[config.mk]
export PLATFORM = sky130hd
export DESIGN_NAME = swe_cell
export DESIGN_NICKNAME = d
export VERILOG_FILES = /design/src/design/swe_pkg.sv /design/src/design/swe_cell.sv
export SDC_FILE = /design/constraint.sdc
export NUM_CORES = 1
export LEC_CHECK = 0
export ABC_AREA = 1
export BUFFER_PORTS_ARGS = -buffer_cell sky130_fd_sc_hd__buf_2
export CORE_ASPECT_RATIO = 0.75
export CORE_MARGIN = 1
export CORE_UTILIZATION = 29
export CTS_BUF_LIST = sky130_fd_sc_hd__clkbuf_4 sky130_fd_sc_hd__clkbuf_8
export DETAILED_ROUTE_END_ITERATION = 12
export GPL_ROUTABILITY_DRIVEN = 0
export PLACE_DENSITY_LB_ADDON = 0.12
export SLEW_MARGIN = 40
export SYNTH_ARGS = -nofsm -noshare
export SYNTH_HDL_FRONTEND = slang
export SYNTH_SLANG_ARGS = --single-unit
[constraint.sdc]
create_clock -name clk -period 2.81 [get_ports clk]
set_input_delay 0.281 -clock clk [delete_from_list [all_inputs] [get_ports clk]]
set_output_delay 0.281 -clock clk [all_outputs]
set_load 0.05 [all_outputs]
[src/design/swe_pkg.sv]
package swe_pkg;

  localparam int SAMPLE_W  = 32;
  localparam int WSIZE_W   = 7;
  localparam int CFG_IDX_W = 1;
  localparam int CFG_W     = 7;

  localparam logic [CFG_IDX_W-1:0] REG_WINDOW_SIZE = 1'b0;
  localparam logic [CFG_IDX_W-1:0] REG_TAKE_MIN    = 1'b1;

  typedef logic signed [SAMPLE_W-1:0] sample_t;

  // Running extreme travelling down the cell chain
  typedef struct packed {
    logic    valid;
    sample_t best;
  } swe_tok_t;

endpackage

[src/design/swe_cell.sv]
module swe_cell (
  input  logic             clk,
  input  logic             rst,
  input  logic             shift_en,
  input  logic             adv,
  input  logic             in_window,
  input  logic             take_min,
  input  swe_pkg::sample_t sample_in,
  output swe_pkg::sample_t sample_out,
  input  swe_pkg::swe_tok_t tok_in,
  output swe_pkg::swe_tok_t tok_out
);

  swe_pkg::sample_t held;
  swe_pkg::sample_t pick;
  logic             tok_valid;
  swe_pkg::sample_t tok_best;

  // Sample line: advance by one place per accepted item
  always_ff @(posedge clk) begin
    if (shift_en) begin
      held <= sample_in;
    end
  end

  always_comb begin
    if (take_min) begin
      pick = (held < tok_in.best) ? held : tok_in.best;
    end else begin
      pick = (held > tok_in.best) ? held : tok_in.best;
    end
  end

  always_ff @(posedge clk) begin
    if (rst) begin
      tok_valid <= 1'b0;
    end else if (adv) begin
      tok_valid <= tok_in.valid;
    end
  end

  // Cells past the window pass the running value unchanged
  always_ff @(posedge clk) begin
    if (adv) begin
      tok_best <= in_window ? pick : tok_in.best;
    end
  end

  assign sample_out    = held;
  assign tok_out.valid = tok_valid;
  assign tok_out.best  = tok_best;

endmodule
==> impl_results.md <==
- WS Path Type: reg -> reg
- Post-Syn Instances: 667
- Area Growth Syn to Fin: 25.21%
- Chip width: 150.2 µm
- R2R Setup Slk: 0.20 ns
- Worst skew pair latency: 0.37 ns
- Fmax: 382.5 MHz
- Setup TNS: 0 ns
- Largest net degree at the start of global routing: 41
- Routing usage on met2: 27.04%
- Grt met1 use: 24.50%
- Synth area leader: edfxtp_1
- Largest vdd supply drop: 0.2231 mV
- Pleak: 3.175 nW
- Grt ovf: 0
- Required time at the worst-slack endpoint: 2.93 ns
- Flops & latches, synth: 65
- Post-DP HPWL: 10.07 mm
- Drt total wl: 15.36 mm
- Clock Skew: 0.005759 ns
- CP top delay family: simple AND/OR/NAND/NOR gates
- Status: finished clean
- Placed insts: 989
- Min Tclk post-route: 2.614 ns
- Placed inst area: 5732 µm²
- Layout cells sized above 1: 25.53%
- Initial DRC count: 304
- PwrDens: 535.2 nW/µm²
- Post-synth top area share: 40.21%
- Yosys warns: 0
- Rows: 40
- Via density: 4.822
- Final setup vio count: 0
- Layout Nets: 896
- Worst EP arrival: 2.74 ns
- Crit. End Element: flip-flop
- Starting Density: 29.75%
- Fin crit share: 93.04%
- Final hold vios: 0
- DR DRC count: 0
- Grt peak-use layer: met2
- Critical Path Start Type: flip-flop
- Setup WS post-layout: 0.1956 ns
- Final-layout fill cell count: 1,660
- I/O pins: 136
- Antenna diodes: 0
- # hold bufs at CTS: 0
- Num CTS Buffers: 9
- All-Layer GR Usage: 18.08%
- DR vias: 4,846
- Antenna violations before repair: 0
- Most used cell, CP: nand2_1
- Crit-path cells: ha_1, a21oi_1, o21a_1, nand2_1, a21oi_4, nand2_2, nand2_1, buf_12, nand3_1, nand3_1, nand2_1, nor2_1, nor2_1
- Area of the core: 16,070 µm²
- Max-slew headroom: 46.45%
- First-pass DRT Iterations: 5
- Global-route wire length before repair: 23.36 mm
- Critical path peak fanout: 17
- DIE AREA: 17,000 µm²
- Number of global-route vias before repair: 4,570
- Max-Cap Viols: 0
- WL/cell: 15.29 µm
- Slowest stage cell, crit path: edfxtp_1
- CTS tree: done
- Post-Syn Area: 4780 µm²
- Max-slew violation count: 0
- IO Port Bufs: 135
- Synth top area cells: edfxtp_1, nor2_1, nand2_1, nand3_1, ha_1
- Core Util, Final: 37.25%
- Synth unique cells: 22
- Critical Path Max Stage Delay: 0.45 ns
- Design area: 5984 µm²
- Sequential share of the synthesized area: 40.63%
- Worst-path clk slew: 0.07 ns
- Hold WC Path Type: in -> reg
- Finished Layout Cells: 1,005
- Depth of the CTS H-tree: 3
- Die H: 113.2 µm
- Buf+Inv Stages, Crit Path: 1
- Final ANT Viol Nets: 0
- Synthesized Nets: 770
- Sinks on the clock net: 65
- Met3 Use GR: 4.355%
- Clock Path Buffers: 2
- Root Buffer: clkbuf_8
- Worst-Margin Slew: 0.8033 ns
- Avg Inst Size Synth: 7.166 µm²
- Pre-CTS WS: 0.05255 ns
## logic make-up after synthesis
family	share of synthesized area [%]
muxes	0.2094
buffers and inverters	11.88
AOI/OAI and AO/OA	2.592
DFF	40.63
and+or+nand+nor	36.31
adders and majority gates	8.377
## per-stage QoR
stage	hold WS, ns	power (mW)
after floorplan	0.3534	2.117
after global placement	0.4394	2.464
after detailed placement	0.4475	2.484
after CTS	0.03755	3.188
after global routing	0.04230	3.421
final	0.06576	3.203
## sequential cells by signal (all words and copies together) (netlist names)
| register | flops |
|---|---|
| tok_valid | 1 |
| tok_best | 32 |
| sample_out | 32 |
## final timing paths
kind,start,to,cells after the start
worst min register to register,tok_valid$_SDFFE_PP0P_,tok_valid$_SDFFE_PP0P_,2
worst max register to register,sample_out[31]$_DFFE_PP_,tok_best[4]$_DFFE_PP_,13
worst min-delay path,rst,tok_valid$_SDFFE_PP0P_,2
worst max-delay path,sample_out[31]$_DFFE_PP_,tok_best[4]$_DFFE_PP_,13
## repair_timing
item	in CTS	in global routing
buffers inserted	0	1
setup endpoints to repair	0	31
hold endpoints to repair	0	0
resized for setup	0	11
## routing by layer
layer,share of wire [%],routed length (µm),vias to the layer above
met5,0,0,-
met4,1.7,265,0
li1,-,-,2401
met1,48,7391,2223
met3,6.6,1015,23
met2,44,6690,199
## cells in the final DEF, fill, tap and decap left out, types with 3 or more instances in the layout
master / n
a21oi_1: 14
buf_12: 6
buf_2: 133
buf_4: 11
clkbuf_8: 9
edfxtp_1: 64
ha_1: 32
inv_1: 76
inv_2: 29
nand2_1: 132
nand3_1: 96
nand4_1: 34
nor2_1: 134
o21ai_0: 3
## cells in the mapped netlist
cell,n
clkbuf_1,17
nand3_1,96
a21o_1,1
o21ai_0,3
a21oi_2,1
nand4_1,34
o21a_1,2
nor2_1,136
nand3_2,2
edfxtp_1,64
inv_2,29
buf_4,1
ha_1,32
inv_1,76
buf_1,2
a21oi_1,14
nand2_1,133
nand2_2,2
dfxtp_1,1
mux2i_1,1
a21boi_0,1
buf_2,19
## power breakdown
part	switching, mW	internal [mW]	total, mW
registers	0.0486	1.17	1.22
clock network	0.359	0.321	0.680
logic	0.893	0.410	1.30
## final cells by class
cell class                 count  area, µm²  share of cell area (%)
clock buffer                  11      138.9                   2.321
clock inverter                 2      8.758                  0.1464
inverter                     105      394.1                   6.586
multi-input combinational    458       2297                   38.39
sequential                    65       1942                   32.45
tap                          210      262.8                   4.391
timing repair buffer         154      940.9                   15.72
(Power assumes the default switching activity.)
